## config.mk

```make
export PLATFORM = sky130hd
export DESIGN_NAME = rhythm_mask_guard_rails
export DESIGN_NICKNAME = d
export VERILOG_FILES = /design/src/rtl/core/rmgr_pkg.sv /design/src/rtl/core/rhythm_mask_guard_rails.sv
export SDC_FILE = /design/constraint.sdc
export NUM_CORES = 1
export LEC_CHECK = 0
export BUFFER_PORTS_ARGS = -buffer_cell sky130_fd_sc_hd__buf_2
export CORE_AREA = 2 2 236 238
export CTS_CLUSTER_DIAMETER = 150
export DETAILED_ROUTE_END_ITERATION = 16
export DIE_AREA = 0 0 238 240
export PLACE_DENSITY = 0.76
export SLEW_MARGIN = 20
export SYNTH_ARGS = -nofsm -noshare
export SYNTH_HDL_FRONTEND = slang
export SYNTH_SLANG_ARGS = --single-unit
```

## constraint.sdc

```tcl
create_clock -name clk -period 7.7 [get_ports clk]
set_input_delay 0.77 -clock clk [delete_from_list [all_inputs] [get_ports clk]]
set_output_delay 0.77 -clock clk [all_outputs]
set_load 0.1 [all_outputs]
```

## src/rtl/core/rmgr_pkg.sv

```systemverilog
// ----------------------------------------------------------------------------
// rmgr_pkg: shared constants for the rhythm mask guard rails
// Field widths, register indexes, zone and style codes, reset values.
// ----------------------------------------------------------------------------
package rmgr_pkg;

    localparam int MASK_W = 64;
    localparam int LIM_W  = 7;
    localparam int CNT_W  = 5;

    localparam int MAX_STEPS_DEF     = 64;
    localparam int GAP_FIX_LIMIT_DEF = 8;
    localparam int RUN_FIX_LIMIT_DEF = 16;

    localparam logic [2:0] REG_GAP_GROOVE = 3'd0;
    localparam logic [2:0] REG_GAP_BUILD  = 3'd1;
    localparam logic [2:0] REG_GAP_PEAK   = 3'd2;
    localparam logic [2:0] REG_RUN_NORMAL = 3'd3;
    localparam logic [2:0] REG_RUN_PEAK   = 3'd4;
    localparam logic [2:0] REG_BACKBEAT   = 3'd5;

    localparam logic [1:0] ZONE_MINIMAL = 2'd0;
    localparam logic [1:0] ZONE_GROOVE  = 2'd1;
    localparam logic [1:0] ZONE_BUILD   = 2'd2;
    localparam logic [1:0] ZONE_PEAK    = 2'd3;
    localparam logic [1:0] STYLE_TECHNO = 2'd0;
    localparam logic [1:0] STYLE_TRIBAL = 2'd1;
    localparam logic [1:0] STYLE_IDM    = 2'd2;
    localparam logic [1:0] STYLE_OTHER  = 2'd3;

    localparam logic [LIM_W-1:0] GAP_MINIMAL = 7'd32;
    localparam logic [LIM_W-1:0] RUN_MINIMAL = 7'd2;
    localparam logic [LIM_W-1:0] BACKBEAT_MIN_STEPS = 7'd16;
    localparam int BACKBEAT_STEP = 8;

    localparam logic [LIM_W-1:0]  GAP_GROOVE_RST = 7'd8;
    localparam logic [LIM_W-1:0]  GAP_BUILD_RST  = 7'd6;
    localparam logic [LIM_W-1:0]  GAP_PEAK_RST   = 7'd4;
    localparam logic [LIM_W-1:0]  RUN_NORMAL_RST = 7'd4;
    localparam logic [LIM_W-1:0]  RUN_PEAK_RST   = 7'd6;
    localparam logic [MASK_W-1:0] BACKBEAT_RST   = 64'h0000_0000_0100_0100;

endpackage

```

## src/rtl/core/rhythm_mask_guard_rails.sv

```systemverilog
// ----------------------------------------------------------------------------
// rhythm_mask_guard_rails: rule-based repair of anchor and shimmer masks
// Downbeat, gap fill, run trim and techno backbeat, scanned one step a cycle.
// ----------------------------------------------------------------------------
// Usage:
//   Input channel (in_valid/in_stall) carries one pattern request: anchor and
//   shimmer masks, energy zone, style and length. Output channel
//   (out_valid/out_stall) returns the repaired masks and the fix count.
//   The masks sit in circular shift registers that rotate one step per
//   cycle; a single narrow scanner (counters and a few flags) looks at bit 0.
//   Sequence: the accept, then up to 8 gap scans over two laps of the
//   pattern (a scan that breaks early adds a realign), then run passes:
//   a longest-run sweep over two laps, and per trim a realign, a linear
//   search and a drop; at most 16 trims. A final realign, the backbeat
//   check and the handover close it. One request is in flight at a time;
//   the next request is taken once the result has moved into the output
//   register, so a result waiting under out_stall does not hold back the
//   next scan, only its delivery. Reset clears state_reg and out_valid and
//   loads the configuration registers with the reset values from rmgr_pkg.
//   Configuration writes (cfg_we/cfg_index/cfg_data) are taken any cycle but
//   are only meant while the block is idle.
// ----------------------------------------------------------------------------
module rhythm_mask_guard_rails #(
    parameter int MAX_STEPS     = rmgr_pkg::MAX_STEPS_DEF,
    parameter int GAP_FIX_LIMIT = rmgr_pkg::GAP_FIX_LIMIT_DEF,
    parameter int RUN_FIX_LIMIT = rmgr_pkg::RUN_FIX_LIMIT_DEF
) (
    input  logic                         clk,
    input  logic                         rst_n,
    input  logic                         cfg_we,
    input  logic [2:0]                   cfg_index,
    input  logic [rmgr_pkg::MASK_W-1:0]  cfg_data,
    input  logic                         in_valid,
    output logic                         in_stall,
    input  logic [rmgr_pkg::MASK_W-1:0]  anchor_in,
    input  logic [rmgr_pkg::MASK_W-1:0]  shimmer_in,
    input  logic [1:0]                   energy_zone,
    input  logic [1:0]                   style,
    input  logic [rmgr_pkg::LIM_W-1:0]   steps,
    output logic                         out_valid,
    input  logic                         out_stall,
    output logic [rmgr_pkg::MASK_W-1:0]  anchor_out,
    output logic [rmgr_pkg::MASK_W-1:0]  shimmer_out,
    output logic [rmgr_pkg::CNT_W-1:0]   fix_count
);

    localparam int W  = rmgr_pkg::MASK_W;
    localparam int LW = rmgr_pkg::LIM_W;
    localparam int GW = $clog2(GAP_FIX_LIMIT + 1);
    localparam int RW = $clog2(RUN_FIX_LIMIT + 1);
    localparam logic [LW-1:0] MAXS = LW'(MAX_STEPS);

    typedef enum logic [3:0] {
        S_IDLE, S_GAP, S_GAP_ADD, S_RUN_LONG, S_RUN_FIND, S_RUN_ALIGN,
        S_BEAT, S_DONE
    } state_t;

    // configuration registers
    logic [LW-1:0] gap_groove_reg, gap_build_reg, gap_peak_reg;
    logic [LW-1:0] run_normal_reg, run_peak_reg;
    logic [W-1:0]  backbeat_reg;

    always_ff @(posedge clk or negedge rst_n)
    begin
        if (!rst_n)
        begin
            gap_groove_reg <= rmgr_pkg::GAP_GROOVE_RST;
            gap_build_reg  <= rmgr_pkg::GAP_BUILD_RST;
            gap_peak_reg   <= rmgr_pkg::GAP_PEAK_RST;
            run_normal_reg <= rmgr_pkg::RUN_NORMAL_RST;
            run_peak_reg   <= rmgr_pkg::RUN_PEAK_RST;
            backbeat_reg   <= rmgr_pkg::BACKBEAT_RST;
        end
        else if (cfg_we)
        begin
            case (cfg_index)
                rmgr_pkg::REG_GAP_GROOVE: gap_groove_reg <= cfg_data[LW-1:0];
                rmgr_pkg::REG_GAP_BUILD:  gap_build_reg  <= cfg_data[LW-1:0];
                rmgr_pkg::REG_GAP_PEAK:   gap_peak_reg   <= cfg_data[LW-1:0];
                rmgr_pkg::REG_RUN_NORMAL: run_normal_reg <= cfg_data[LW-1:0];
                rmgr_pkg::REG_RUN_PEAK:   run_peak_reg   <= cfg_data[LW-1:0];
                rmgr_pkg::REG_BACKBEAT:   backbeat_reg   <= cfg_data;
                default: ;
            endcase
        end
    end

    // working state
    state_t        state_reg;
    logic [W-1:0]  a_reg, sh_reg;      // rotating masks, bit 0 is step pos_reg
    logic [W-1:0]  sh_full_reg;        // unrotated shimmer copy for the backbeat test
    logic [LW-1:0] len_reg, steps_reg, gap_reg, run_reg;
    logic [1:0]    zone_reg, style_reg;
    logic [LW-1:0] pos_reg;            // current step index
    logic [LW:0]   i_reg;              // scan cycle counter
    logic [LW:0]   glen_reg;           // gap length / run length
    logic [LW-1:0] start_reg;          // gap start step
    logic          in_gap_reg, hit_reg, any_a_reg;
    logic [LW-1:0] mid_reg;            // lowest midpoint seen
    logic [LW:0]   best_reg;
    logic          found_reg;
    logic [LW-1:0] at_reg;
    logic [GW-1:0] gfix_reg;
    logic [RW-1:0] rfix_reg;
    logic [rmgr_pkg::CNT_W-1:0] fix_reg;
    logic [rmgr_pkg::CNT_W-1:0] fix_inc;

    // hold the count at its top value
    assign fix_inc = (&fix_reg) ? fix_reg : fix_reg + 5'd1;

    // the masks rotate right by one within len steps
    function automatic logic [W-1:0] rot1(input logic [W-1:0] m, input logic [LW-1:0] n);
        logic [W-1:0] r;
        r = m;
        for (int k = 0; k < W; k++)
        begin
            if (7'(k + 1) < n)
                r[k] = m[k+1];
            else if (7'(k + 1) == n)
                r[k] = m[0];
        end
        return r;
    endfunction

    logic [LW:0]   len2;
    logic [LW-1:0] mid_pos;
    logic          pos_last;
    logic [LW:0]   glen_inc;
    logic [LW:0]   half;
    logic [LW+1:0] mid_sum;
    logic          downbeat;

    assign len2     = {len_reg, 1'b0};
    assign pos_last = (pos_reg + 7'd1 == len_reg);
    assign glen_inc = glen_reg + 8'd1;
    assign half     = glen_reg >> 1;
    assign mid_sum  = {2'b0, start_reg} + {1'b0, half};
    // start < len and half < len, so one subtract wraps the midpoint
    assign mid_pos  = (mid_sum >= {2'b0, len_reg}) ? LW'(mid_sum - {2'b0, len_reg})
                                                   : mid_sum[LW-1:0];
    assign downbeat = (energy_zone != rmgr_pkg::ZONE_MINIMAL) && !anchor_in[0];

    logic sonly;
    assign sonly = sh_reg[0] & ~a_reg[0];

    assign in_stall = (state_reg != S_IDLE);

    always_ff @(posedge clk or negedge rst_n)
    begin
        if (!rst_n)
        begin
            state_reg <= S_IDLE;
            out_valid <= 1'b0;
        end
        else
        begin
            if (out_valid && !out_stall && state_reg != S_DONE)
                out_valid <= 1'b0;
            case (state_reg)
                S_IDLE:
                begin
                    if (in_valid)
                    begin
                        // downbeat folded into the load
                        a_reg       <= anchor_in | {{(W-1){1'b0}}, downbeat};
                        fix_reg     <= {4'b0, downbeat};
                        sh_reg      <= shimmer_in;
                        sh_full_reg <= shimmer_in;
                        zone_reg    <= energy_zone;
                        style_reg   <= style;
                        steps_reg   <= steps;
                        len_reg     <= (steps < MAXS) ? steps : MAXS;
                        case (energy_zone)
                            rmgr_pkg::ZONE_MINIMAL: gap_reg <= rmgr_pkg::GAP_MINIMAL;
                            rmgr_pkg::ZONE_GROOVE:  gap_reg <= gap_groove_reg;
                            rmgr_pkg::ZONE_BUILD:   gap_reg <= gap_build_reg;
                            default:                gap_reg <= gap_peak_reg;
                        endcase
                        case (energy_zone)
                            rmgr_pkg::ZONE_MINIMAL: run_reg <= rmgr_pkg::RUN_MINIMAL;
                            rmgr_pkg::ZONE_PEAK:    run_reg <= run_peak_reg;
                            default:                run_reg <= run_normal_reg;
                        endcase
                        pos_reg    <= '0;
                        i_reg      <= '0;
                        glen_reg   <= '0;
                        in_gap_reg <= 1'b0;
                        hit_reg    <= 1'b0;
                        any_a_reg  <= 1'b0;
                        gfix_reg   <= '0;
                        rfix_reg   <= '0;
                        best_reg   <= '0;
                        found_reg  <= 1'b0;
                        state_reg  <= S_GAP;
                    end
                end
                S_GAP:
                begin
                    // skip when gap limit not below steps, limit 0, or len 0
                    if (gap_reg >= steps_reg || gap_reg == 7'd0 || len_reg == 7'd0)
                        state_reg <= S_RUN_LONG;
                    else if (i_reg == len2)
                        state_reg <= S_GAP_ADD;
                    else
                    begin
                        if (!a_reg[0])
                        begin
                            if (!in_gap_reg)
                            begin
                                in_gap_reg <= 1'b1;
                                start_reg  <= pos_reg;
                                glen_reg   <= 8'd1;
                            end
                            else
                                glen_reg <= glen_inc;
                        end
                        else
                        begin
                            any_a_reg <= 1'b1;
                            if (in_gap_reg && glen_reg >= {1'b0, gap_reg} + 8'd1)
                            begin
                                if (!hit_reg || mid_pos < mid_reg)
                                    mid_reg <= mid_pos;
                                hit_reg <= 1'b1;
                            end
                            in_gap_reg <= 1'b0;
                            glen_reg   <= '0;
                        end
                        a_reg   <= rot1(a_reg, len_reg);
                        pos_reg <= pos_last ? 7'd0 : pos_reg + 7'd1;
                        // early break once a full-length gap is seen in pass two
                        if (i_reg >= {1'b0, len_reg} && !a_reg[0]
                            && (in_gap_reg ? glen_inc : 8'd1) >= {1'b0, len_reg})
                            i_reg <= len2;
                        else
                            i_reg <= i_reg + 8'd1;
                    end
                end
                S_GAP_ADD:
                begin
                    // mask is rotated by pos steps: bit k is step
                    // (pos+k) mod len; realign pos to zero by rotating first
                    if (pos_reg != 7'd0)
                    begin
                        a_reg   <= rot1(a_reg, len_reg);
                        pos_reg <= pos_last ? 7'd0 : pos_reg + 7'd1;
                    end
                    else if (!hit_reg || !any_a_reg)
                    begin
                        i_reg     <= '0;
                        glen_reg  <= '0;
                        state_reg <= S_RUN_LONG;
                    end
                    else
                    begin
                        a_reg[mid_reg[5:0]] <= 1'b1;
                        fix_reg    <= fix_inc;
                        gfix_reg   <= gfix_reg + GW'(1);
                        i_reg      <= '0;
                        glen_reg   <= '0;
                        in_gap_reg <= 1'b0;
                        hit_reg    <= 1'b0;
                        any_a_reg  <= 1'b0;
                        if (gfix_reg + GW'(1) >= GW'(GAP_FIX_LIMIT))
                            state_reg <= S_RUN_LONG;
                        else
                            state_reg <= S_GAP;
                    end
                end
                S_RUN_LONG:
                begin
                    // circular longest shimmer-only run, two laps
                    if (i_reg == len2)
                    begin
                        i_reg    <= '0;
                        glen_reg <= '0;
                        if (((best_reg < {1'b0, len_reg}) ? best_reg : {1'b0, len_reg})
                            > {1'b0, run_reg})
                            state_reg <= S_RUN_FIND;
                        else
                            state_reg <= S_BEAT;
                        best_reg <= '0;
                    end
                    else
                    begin
                        if (sonly)
                        begin
                            glen_reg <= glen_inc;
                            if (glen_inc > best_reg)
                                best_reg <= glen_inc;
                        end
                        else
                            glen_reg <= '0;
                        sh_reg  <= rot1(sh_reg, len_reg);
                        a_reg   <= rot1(a_reg, len_reg);
                        pos_reg <= pos_last ? 7'd0 : pos_reg + 7'd1;
                        if (sonly && glen_inc >= {1'b0, len_reg})
                            i_reg <= len2;
                        else
                            i_reg <= i_reg + 8'd1;
                    end
                end
                S_RUN_FIND:
                begin
                    if (pos_reg != 7'd0 && i_reg == 8'd0)
                    begin
                        // realign to step 0 before the linear pass
                        sh_reg  <= rot1(sh_reg, len_reg);
                        a_reg   <= rot1(a_reg, len_reg);
                        pos_reg <= pos_last ? 7'd0 : pos_reg + 7'd1;
                    end
                    else if (i_reg == {1'b0, len_reg} || found_reg)
                        state_reg <= S_RUN_ALIGN;
                    else
                    begin
                        if (sonly)
                        begin
                            glen_reg <= glen_inc;
                            if (glen_inc == {1'b0, run_reg} + 8'd1)
                            begin
                                found_reg <= 1'b1;
                                at_reg    <= pos_reg;
                            end
                        end
                        else
                            glen_reg <= '0;
                        if (!(sonly && glen_inc == {1'b0, run_reg} + 8'd1))
                        begin
                            sh_reg  <= rot1(sh_reg, len_reg);
                            a_reg   <= rot1(a_reg, len_reg);
                            pos_reg <= pos_last ? 7'd0 : pos_reg + 7'd1;
                        end
                        i_reg <= i_reg + 8'd1;
                    end
                end
                S_RUN_ALIGN:
                begin
                    if (found_reg)
                    begin
                        // the hit sits at bit 0 right now; drop it
                        sh_reg[0]   <= 1'b0;
                        sh_full_reg[at_reg[5:0]] <= 1'b0;
                        fix_reg     <= fix_inc;
                        rfix_reg    <= rfix_reg + RW'(1);
                        found_reg   <= 1'b0;
                        i_reg       <= '0;
                        glen_reg    <= '0;
                        if (rfix_reg + RW'(1) >= RW'(RUN_FIX_LIMIT))
                            state_reg <= S_BEAT;
                        else
                            state_reg <= S_RUN_LONG;
                    end
                    else
                        state_reg <= S_BEAT;
                end
                S_BEAT:
                begin
                    if (pos_reg != 7'd0)
                    begin
                        sh_reg  <= rot1(sh_reg, len_reg);
                        a_reg   <= rot1(a_reg, len_reg);
                        pos_reg <= pos_last ? 7'd0 : pos_reg + 7'd1;
                    end
                    else
                    begin
                        if (zone_reg != rmgr_pkg::ZONE_MINIMAL
                            && style_reg == rmgr_pkg::STYLE_TECHNO
                            && steps_reg >= rmgr_pkg::BACKBEAT_MIN_STEPS
                            && (sh_full_reg & backbeat_reg
                                & ((steps_reg >= 7'd64) ? {W{1'b1}}
                                   : ({W{1'b1}} >> (7'd64 - steps_reg)))) == '0
                            && sh_full_reg != '0)
                        begin
                            sh_reg[rmgr_pkg::BACKBEAT_STEP] <= 1'b1;
                            fix_reg <= fix_inc;
                        end
                        state_reg <= S_DONE;
                    end
                end
                S_DONE:
                begin
                    // hand over once the output register is free
                    if (!out_valid || !out_stall)
                    begin
                        anchor_out  <= a_reg;
                        shimmer_out <= sh_reg;
                        fix_count   <= fix_reg;
                        out_valid   <= 1'b1;
                        state_reg   <= S_IDLE;
                    end
                end
                default: state_reg <= S_IDLE;
            endcase
        end
    end

endmodule
```

# Word-level counts from Yosys, hierarchy flattened
# Index checks and enable logic that the tools add are counted.
# Widths: inputs -> output; s select.
[op_classes]
add_sub_neg = 11
order_cmp = 83
eq_ne = 110
shift = 1
muxes = 374
n_bitwise = 13
reduce_logical = 79
[ops]
columns = ["op", "n"]
rows = [
  ["$mux 64", 16],
  ["$pmux 64 s6", 1],
  ["$mux 1", 279],
  ["$pmux 63 s4", 1],
  ["$eq 6x7->1 const A", 32],
  ["$lt 6x7->1 const A", 32],
  ["$and 64x64->64", 3],
  ["$mux 8", 23],
  ["$pmux 64 s2", 1],
  ["$eq 5x7->1 const A", 16],
  ["$lt 5x7->1 const A", 16],
  ["$pmux 8 s6", 2],
  ["$logic_not 64->1", 1],
  ["$not 64->64", 1],
  ["$or 64x1->64", 1],
  ["$or 64x64->64", 1],
  ["$reduce_bool 64->1", 1],
  ["$shr 64x7->64 const A", 1],
  ["$mux 7", 9],
  ["$eq 4x7->1 const A", 8],
  ["$lt 4x7->1 const A", 8],
  ["$mux 55", 1],
  ["$mux 4", 12],
  ["$mux 5", 9],
  ["other kinds (82)", 196],
]
[totals]
reg_bits = 530
out_inout_bits = 135
elab_cells = 707

# Depth between registers and ports, before layout
# Gate-level depths: netlist of the first run.
[depth]
word_depth = 10
depth_mapped = 24
depth_no_buf = 23

# Worst setup path after synthesis of the first run
# No wires, ideal clock.
[synth_path]
kind = "register to register"
start = "reg state_reg[2]"
end = "reg anchor_out[0] (netlist name) (enable)"
arrival_time_ps = 6747
required_time_ps = 7072
setup_slack_ps = 324
stages_incl_launch_ff = 6
n_path_buf = 3
period_less_slack_ps = 7376
path_cell_list = "dfrtp_1 -> clkbuf_1 -> clkbuf_1 -> buf_1 -> nand3_1 -> nor2_1"
[synth_via]
elab_chain_cells = 2
[synth_rtl]
columns = ["item", "line", "rtl"]
rows = [
  ["start: declaration", "rhythm_mask_guard_rails.sv:89", "state_t state_reg;"],
  ["start signal: assignment", "rhythm_mask_guard_rails.sv:152", "state_reg <= S_IDLE;"],
  ["start signal: assignment", "rhythm_mask_guard_rails.sv:194", "state_reg <= S_GAP;"],
  ["start signal: assignment", "rhythm_mask_guard_rails.sv:201", "state_reg <= S_RUN_LONG;"],
  ["$eq 4x3->1", "rhythm_mask_guard_rails.sv:159", "case (state_reg)"],
  ["$reduce_and 3->1 (no source line)", "-", ""],
  ["end signal: assignment", "rhythm_mask_guard_rails.sv:385", "anchor_out <= a_reg;"],
  ["end: declaration", "rhythm_mask_guard_rails.sv:42", "output logic [rmgr_pkg::MASK_W-1:0] anchor_out,"],
]
# Every way passes these cells.
# A chain may end at the register's enable or synchronous reset.

# Worst setup path after layout of the first run
[layout_path]
start = "reg glen_reg[1]"
end = "reg mid_reg[2] (enable)"
[layout_via]
elab_chain_cells = 6
[layout_rtl]
columns = ["item", "line", "rtl"]
rows = [
  ["start: declaration", "rhythm_mask_guard_rails.sv:96", "logic [LW:0] glen_reg;"],
  ["start signal: assignment", "rhythm_mask_guard_rails.sv:215", "glen_reg <= glen_inc;"],
  ["start signal: assignment", "rhythm_mask_guard_rails.sv:288", "glen_reg <= glen_inc;"],
  ["start signal: assignment", "rhythm_mask_guard_rails.sv:318", "glen_reg <= glen_inc;"],
  ["$add 7x7->8 *", "rhythm_mask_guard_rails.sv:137", "assign mid_sum = {2'b0, start_reg} + {1'b0, half};"],
  ["$sub 7x7->7 / $ge 8x7->1 (equally long branches)", "rhythm_mask_guard_rails.sv:139", "assign mid_pos = (mid_sum >= {2'b0, len_reg}) ? LW'(mid_sum - {2'b0, len_reg})"],
  ["$mux 7 *", "rhythm_mask_guard_rails.sv:139", ""],
  ["named net mid_pos[4]", "rhythm_mask_guard_rails.sv:126", "logic [LW-1:0] mid_pos;"],
  ["$lt 7x7->1 *", "rhythm_mask_guard_rails.sv:222", "if (!hit_reg || mid_pos < mid_reg)"],
  ["$logic_or 1x1->1 *", "rhythm_mask_guard_rails.sv:222", ""],
  ["$reduce_and 7->1 (no source line) *", "-", ""],
  ["end signal: assignment", "rhythm_mask_guard_rails.sv:223", "mid_reg <= mid_pos;"],
  ["end: declaration", "rhythm_mask_guard_rails.sv:99", "logic [LW-1:0] mid_reg;"],
]
# The timed path passes the listed nets; every way through them passes the cells marked *.

==> results of run 1 <==
==> cell usage in the layout (no fill, tap or decap), types with 10 or more instances in the layout <==
master,n
sky130_fd_sc_hd__a211oi_1,11
sky130_fd_sc_hd__a21o_1,28
sky130_fd_sc_hd__a21oi_1,268
sky130_fd_sc_hd__a221oi_1,21
sky130_fd_sc_hd__a22o_1,12
sky130_fd_sc_hd__a22oi_1,32
sky130_fd_sc_hd__and2_1,11
sky130_fd_sc_hd__and3_1,16
sky130_fd_sc_hd__buf_2,344
sky130_fd_sc_hd__buf_4,55
sky130_fd_sc_hd__clkbuf_1,12
sky130_fd_sc_hd__clkbuf_16,61
sky130_fd_sc_hd__dfrtp_1,94
sky130_fd_sc_hd__edfxtp_1,426
sky130_fd_sc_hd__ha_1,97
sky130_fd_sc_hd__inv_1,64
sky130_fd_sc_hd__mux2_2,103
sky130_fd_sc_hd__mux2i_1,73
sky130_fd_sc_hd__nand2_1,421
sky130_fd_sc_hd__nand2b_1,17
sky130_fd_sc_hd__nand3_1,95
sky130_fd_sc_hd__nand4_1,24
sky130_fd_sc_hd__nor2_1,238
sky130_fd_sc_hd__nor2b_1,24
sky130_fd_sc_hd__nor3_1,46
sky130_fd_sc_hd__nor4_1,25
sky130_fd_sc_hd__o211ai_1,11
sky130_fd_sc_hd__o21ai_0,334
sky130_fd_sc_hd__o221ai_1,11
sky130_fd_sc_hd__o22ai_1,35
sky130_fd_sc_hd__o31ai_1,14
sky130_fd_sc_hd__or3_1,10
sky130_fd_sc_hd__xnor2_1,42
sky130_fd_sc_hd__xor2_1,24
==> metrics by stage <==
step	setup WS, ns	cells	hold WS (ns)	utilization	instance area, um^2
after floorplan	0.3244	2922	0.4244	-	29310
after global placement	2.205	3872	0.4545	0.5823	31830
after detailed placement	2.039	3872	0.4642	0.5823	31830
after CTS	2.011	3978	0.1355	0.6190	33840
after global routing	1.493	3978	0.1894	0.6190	33840
final	1.986	3978	0.1467	0.6190	33840
==> per-layer routing <==
| metal | routed length, um | GRT usage |
|---|---|---|
| met5 | 0 | 0 |
| met4 | 5435 | 0.1678 |
| met3 | 13970 | 0.08829 |
| met2 | 48020 | 0.5675 |
| met1 | 44230 | 0.5412 |
==> critical path, stage by stage (launching register included) <==
cell and delay, ns:
sky130_fd_sc_hd__edfxtp_1 0.45, sky130_fd_sc_hd__ha_1 0.26, sky130_fd_sc_hd__fa_1 0.41, sky130_fd_sc_hd__a21oi_1 0.17
sky130_fd_sc_hd__nor2_1 0.06, sky130_fd_sc_hd__nor2_1 0.15, sky130_fd_sc_hd__o21bai_1 0.10, sky130_fd_sc_hd__a21oi_1 0.18
sky130_fd_sc_hd__xnor2_1 0.11, sky130_fd_sc_hd__ha_1 0.19, sky130_fd_sc_hd__a211o_1 0.26, sky130_fd_sc_hd__a311oi_1 0.28
sky130_fd_sc_hd__o2bb2ai_1 0.20, sky130_fd_sc_hd__and2_1 0.36, sky130_fd_sc_hd__nand2_1 0.08, sky130_fd_sc_hd__o31ai_1 0.11
sky130_fd_sc_hd__ha_1 0.32, sky130_fd_sc_hd__a21o_1 0.16, sky130_fd_sc_hd__a21oi_1 0.14, sky130_fd_sc_hd__nor2b_1 0.06
sky130_fd_sc_hd__o21ai_0 0.16, sky130_fd_sc_hd__and3_1 0.17, sky130_fd_sc_hd__nand3_1 0.08, sky130_fd_sc_hd__a211oi_1 0.87
==> cell families after synthesis <==
kind of cell | share of synthesized area
simple gates | 0.1500
compound gates | 0.1689
flops | 0.5248
buf+inv | 0.02843
mux | 0.06451
fa+ha+maj | 0.04278
xor+xnor | 0.02049
==> final cells by class <==
class,instances,area share
flip-flops and latches,529,0.4545
multi-input cells,2172,0.3894
repair buffers,399,0.06308
clock buffers,76,0.04748
well taps,704,0.02603
clock inverters,30,0.01191
inverters,68,0.007543
==> where the power goes <==
group / switching, W / internal [W]
logic: 0.00333 / 0.00152
registers: 0.000846 / 0.00429
clock network: 0.00123 / 0.00174
total: 0.00541 / 0.00756
==> final timing paths <==
kind                                           endpoint  slack [ns]  depth (start not counted)
setup / recovery                   mid_reg[2]$_DFFE_PP_        1.99                         23
setup reg to reg                   mid_reg[2]$_DFFE_PP_        1.99                         23
max in group asynchronous  backbeat_reg[43]$_DFFE_PN0P_        6.25                          2
min in group clk                 style_reg[1]$_DFFE_PP_        0.31                          1
hold reg to reg               shimmer_out[57]$_DFFE_PP_        0.47                          0
hold / removal              run_peak_reg[4]$_DFFE_PN0P_        0.15                          1
==> flow_metrics.tcl, run 1 <==
set metrics [dict create \
    synth.yosys.seq_area_share 0.5248 \
    setup_repair_after_global_routing_missed_its_margin "false" \
    fill_cell_instance_count_of_the_final_layout 4504 \
    cts_max_path_buffers 3 \
    ys_top_cells_by_area "sky130_fd_sc_hd__edfxtp_1, sky130_fd_sc_hd__dfrtp_1, sky130_fd_sc_hd__o21ai_0" \
    timing.critical_path.to_type "register" \
    post_cts_resize_count 0 \
    synth_warnings 0 \
    dp_hpwl_mm 84.29 \
    status "completed" \
    ff_latch_area_um2 15380 \
    cts.htree.levels 2 \
    clock_tree_from_tritoncts "built" \
    netlist.top_cell.by_area "sky130_fd_sc_hd__edfxtp_1" \
    syn-num-nets 3232 \
    cts-hold-fix-buffers 0 \
    post_synth_num_cell_types 80 \
    io-pin-count 346 \
    p_total_w 0.01297 \
    synth_enable_flop_cells 426 \
    cellLeakagePower_nw 13.42 \
    timing.slew.headroom 0.1368 \
    grt_antenna_before_repair 2 \
    gr-total-overflow 0 \
    worstSetupStartpoint "glen_reg[1]$_DFFE_PP_" \
    gpl.final_weighted_congestion 1.015 \
    chipWidth_um 238 \
    clockRootBuffer "sky130_fd_sc_hd__clkbuf_16" \
    post_synth_inst_count 2922 \
    die_y_um 240 \
    floorplan.initialDensity 0.5361 \
    routed-via-count 26250 \
    path_max_fanout 10 \
    viasPerCell 6.598 \
    synthesis.area_per_instance_um2 10.03 \
    clk_transition_reported_paths_ns 0.06 \
    synthFlopType "sky130_fd_sc_hd__edfxtp_1" \
    multi_input_area_um2 13180 \
    finalSetupViolCount 0 \
    antenna_violating_nets_post_route 0 \
    grt_first_pass_wirelength_mm 160.9 \
    maxClockFrequency_mhz 175.0 \
    synthTopCellsByCount "sky130_fd_sc_hd__edfxtp_1, sky130_fd_sc_hd__nand2_1, sky130_fd_sc_hd__o21ai_0" \
    dieArea_um2 57120 \
    cp.arrival_ns 5.96 \
    clock_sink_count 529 \
    reported_max_cap_violation_count 0 \
    fin_tns_setup_ns 0 \
    routed_wire_length_per_instance_um 28.07 \
    drt_iter0_markers 3876 \
    worstSetupStartpointType "register" \
    timing.rr.start "glen_reg[1]$_DFFE_PP_" \
    synth.cell_area_um2 29310 \
    drc_violations 0 \
    first_pass_iters 6 \
    max_ir_drop_vdd_mv 0.2226 \
    antenna_cells_inserted 0 \
    finalHoldViolations 0 \
    finalCritPeriodShare 0.7420 \
    grt_max_degree 121 \
    synthToLayoutAreaGrowth_pct 15.47 \
    finalWirelength_mm 111.7 \
    hp-class "input pin to async pin" \
    grt_pass1_vias 24250 \
    p_per_area_nw_per_um2 383.2 \
    finClkSkew_ns 0.02012 \
    place.port_buffers 345 \
    std_cell_rows 86 \
    yosysMostFrequentCell "sky130_fd_sc_hd__edfxtp_1" \
    synth_async_sr_flop_share 0.1947 \
    final_layout_size_suffix_gt1_frac 0.1940 \
    crit_type "register to register" \
    worst_pin_slew_ns 1.285 \
    final_max_slew_viol_count 0 \
    placeable_core_region_um2 54660 \
    final.min_clock_period_ns 5.714 \
    critical_path_required_ns 7.95 \
    grt_util_all_layers 0.3834 \
    worst_skew_pair.late_latency_ns 0.64 \
    final_net_count 3536 \
    cts-buffers-inserted 56 \
    cts_setup_buffers 0 \
    yosys.area.top_type_share 0.4365 \
    ys_seq_elements 529 \
]
No activity file was read; power rests on OpenSTA's default activity.
==> run 2, diff against run 1 <==
--- a/config.mk
+++ b/config.mk
@@ -6,11 +6,11 @@
 export NUM_CORES = 1
 export LEC_CHECK = 0
 export BUFFER_PORTS_ARGS = -buffer_cell sky130_fd_sc_hd__buf_2
-export CORE_AREA = 2 2 236 238
+export CORE_AREA = 2 2 226 228
 export CTS_CLUSTER_DIAMETER = 150
 export DETAILED_ROUTE_END_ITERATION = 16
-export DIE_AREA = 0 0 238 240
-export PLACE_DENSITY = 0.76
+export DIE_AREA = 0 0 228 230
+export PLACE_DENSITY = 0.79
 export SLEW_MARGIN = 20
 export SYNTH_ARGS = -nofsm -noshare
 export SYNTH_HDL_FRONTEND = slang
==> constraint.sdc (replaced) <==
create_clock -name clk -period 5.65 [get_ports clk]
set_input_delay 0.565 -clock clk [delete_from_list [all_inputs] [get_ports clk]]
set_output_delay 0.565 -clock clk [all_outputs]
set_load 0.1 [all_outputs]
==> run 2 against run 1 <==
  * Non-clock buffer count grew 12
  * Critical path type unchanged
  * Cell area shrank 0.47%
  * Routed wire length shrank 1.5%
  * Register-to-register slack lost 1.4 ns
  * Critical endpoint is now mid_reg[3]$_DFFE_PP_
  * Via count grew 1.7%
==> flow_metrics.tcl, run 2 (synthesis gave the netlist of run 1 again) <==
set metrics [dict create \
    worst_hold_path.num_cells 1 \
    cell_type_of_the_slowest_stage_on_the_worst_timing_path "sky130_fd_sc_hd__edfxtp_1" \
    synthToLayoutAreaGrowth_pct 14.93 \
    grt_max_degree 123 \
    fill_cell_instance_count_of_the_final_layout 3789 \
    floorplan.initialDensity 0.5877 \
    worst_pin_slew_ns 1.258 \
    place.port_buffers 345 \
    worst_skew_pair.late_latency_ns 0.63 \
    reported_max_cap_violation_count 0 \
    clock_tree_from_tritoncts "built" \
    setup_repair_after_global_routing_missed_its_margin "false" \
    hp-class "input pin to register" \
    final_layout_size_suffix_gt1_frac 0.1963 \
    crit_type "register to register" \
    routed_wire_length_per_instance_um 27.81 \
    dp_hpwl_mm 82.57 \
    grt_antenna_before_repair 2 \
    critical_path_required_ns 5.98 \
    timing.slew.headroom 0.1525 \
    grt_first_pass_wirelength_mm 160.7 \
    final_max_slew_viol_count 0 \
    final_core_utilization 0.6754 \
    viasPerCell 6.754 \
    cp_num_cells 22 \
    routed-via-count 26700 \
    drc_violations 0 \
    cpLargestDelayFamily "compound AO/OA/AOI/OAI gates" \
    reg2regPathDepth 22 \
    die_y_um 230 \
    p_per_area_nw_per_um2 515.0 \
    drt_iter0_markers 4904 \
    place_area_um2 31850 \
    cp_cell_sequence "ha_1, a21o_1, a21oi_1, o21bai_1, a21oi_1, xnor2_1, ha_1, and4_1, a311oi_1, o2bb2ai_1, and2_2, nand2_1, o31ai_1, ha_1, a21o_1, a21oi_1, nor2b_1, o21ai_0, and3_1, nand3_1, a211oi_1, buf_4" \
    dp_cells 3849 \
    gr-total-overflow 0 \
    cts-buffers-inserted 55 \
    cp_slowest_stage_delay_ns 0.51 \
    finalWirelength_mm 110.0 \
    cts.htree.levels 2 \
    fin_tns_setup_ns 0 \
    clk_transition_reported_paths_ns 0.06 \
    final_net_count 3547 \
    timing.critical_path.to_type "register" \
    worstSetupStartpointType "register" \
    std_cell_rows 82 \
    cp.arrival_ns 5.40 \
    grt_util_all_layers 0.4114 \
    most-common-layout-cells "sky130_fd_sc_hd__edfxtp_1, sky130_fd_sc_hd__nand2_1, sky130_fd_sc_hd__buf_2" \
    max_ir_drop_vdd_mv 0.3188 \
    dieArea_um2 52440 \
    cts_max_path_buffers 3 \
    clock_sink_count 529 \
    finClkSkew_ns 0.01492 \
    antenna_violating_nets_post_route 0 \
    critical_path.n_buffers_inverters 1 \
    cts_setup_buffers 0 \
    io-pin-count 346 \
    grt_pass1_vias 25150 \
    first_pass_iters 9 \
    clockRootBuffer "sky130_fd_sc_hd__clkbuf_16" \
    placeable_core_region_um2 49860 \
    finalSetupViolCount 0 \
    final.min_clock_period_ns 5.066 \
    cellLeakagePower_nw 13.36 \
    path_max_fanout 10 \
    finalHoldViolations 0 \
    maxClockFrequency_mhz 197.4 \
    post-route-cell-area_um2 33680 \
    finalNonFillerCells 3954 \
    status "completed" \
    gpl.final_weighted_congestion 1.045 \
    most_frequent_standard_cell_in_the_layout_excluding_fill_and_tap_cells "sky130_fd_sc_hd__edfxtp_1" \
    finalCritPeriodShare 0.8967 \
    chipWidth_um 228 \
]
run 2: cell type report:
| cell class | instances | area, um^2 | share of cell area |
|---|---|---|---|
| sequential | 529 | 15380 | 0.4567 |
| multi-input combinational | 2172 | 13180 | 0.3912 |
| timing repair buffer | 411 | 2237 | 0.06642 |
| clock buffer | 61 | 1399 | 0.04153 |
| tap | 672 | 840.8 | 0.02496 |
| clock inverter | 39 | 386.6 | 0.01148 |
| inverter | 68 | 255.2 | 0.007579 |
| antenna | 2 | 5.005 | 0.0001486 |
run 2: power by group:
group / internal (W) / switching [W] / leakage, nW
clock network: 0.00203 / 0.00164 / 0.846
registers: 0.00585 / 0.00116 / 5.17
logic: 0.00211 / 0.00456 / 7.34
total: 0.00999 / 0.00736 / 13.4
run 2: path summary, 6_finish.rpt:
check                                            from                           end  slack, ns
min in group asynchronous                       rst_n  backbeat_reg[34]$_DFFE_PN0P_       0.47
worst max register to register  glen_reg[2]$_DFFE_PP_          mid_reg[3]$_DFFE_PP_       0.58
max in group asynchronous                       rst_n   backbeat_reg[8]$_DFFE_PN1P_       3.68
worst min register to register   sh_reg[57]$_DFFE_PP_     shimmer_out[57]$_DFFE_PP_       0.48
worst max-delay path            glen_reg[2]$_DFFE_PP_          mid_reg[3]$_DFFE_PP_       0.58
worst min-delay path                         style[1]        style_reg[1]$_DFFE_PP_       0.12
run 2: metrics by stage:
stage	worst slack, ns	power (W)	hold slack, ns
after floorplan	0.06727	0.01120	0.2694
final	0.5838	0.01735	0.1183
after detailed placement	0.5899	0.01340	0.4616
after global placement	0.5024	0.01314	0.4575
after global routing	0.09174	0.01806	0.1069
after CTS	0.5306	0.01707	0.09364
run 2: repair_timing:
action | in CTS | in global routing
endpoints found under the setup margin | 0 | 7
resized for setup | 0 | 1
hold buffers | 1 | 0
hold endpoints to repair | 32 | 0
run 2: routing by layer:
metal / GRT usage / wire (um)
met5: 0 / 13
met4: 0.1861 / 6046
met3: 0.1099 / 15700
met2: 0.6108 / 46790
met1: 0.5687 / 41410
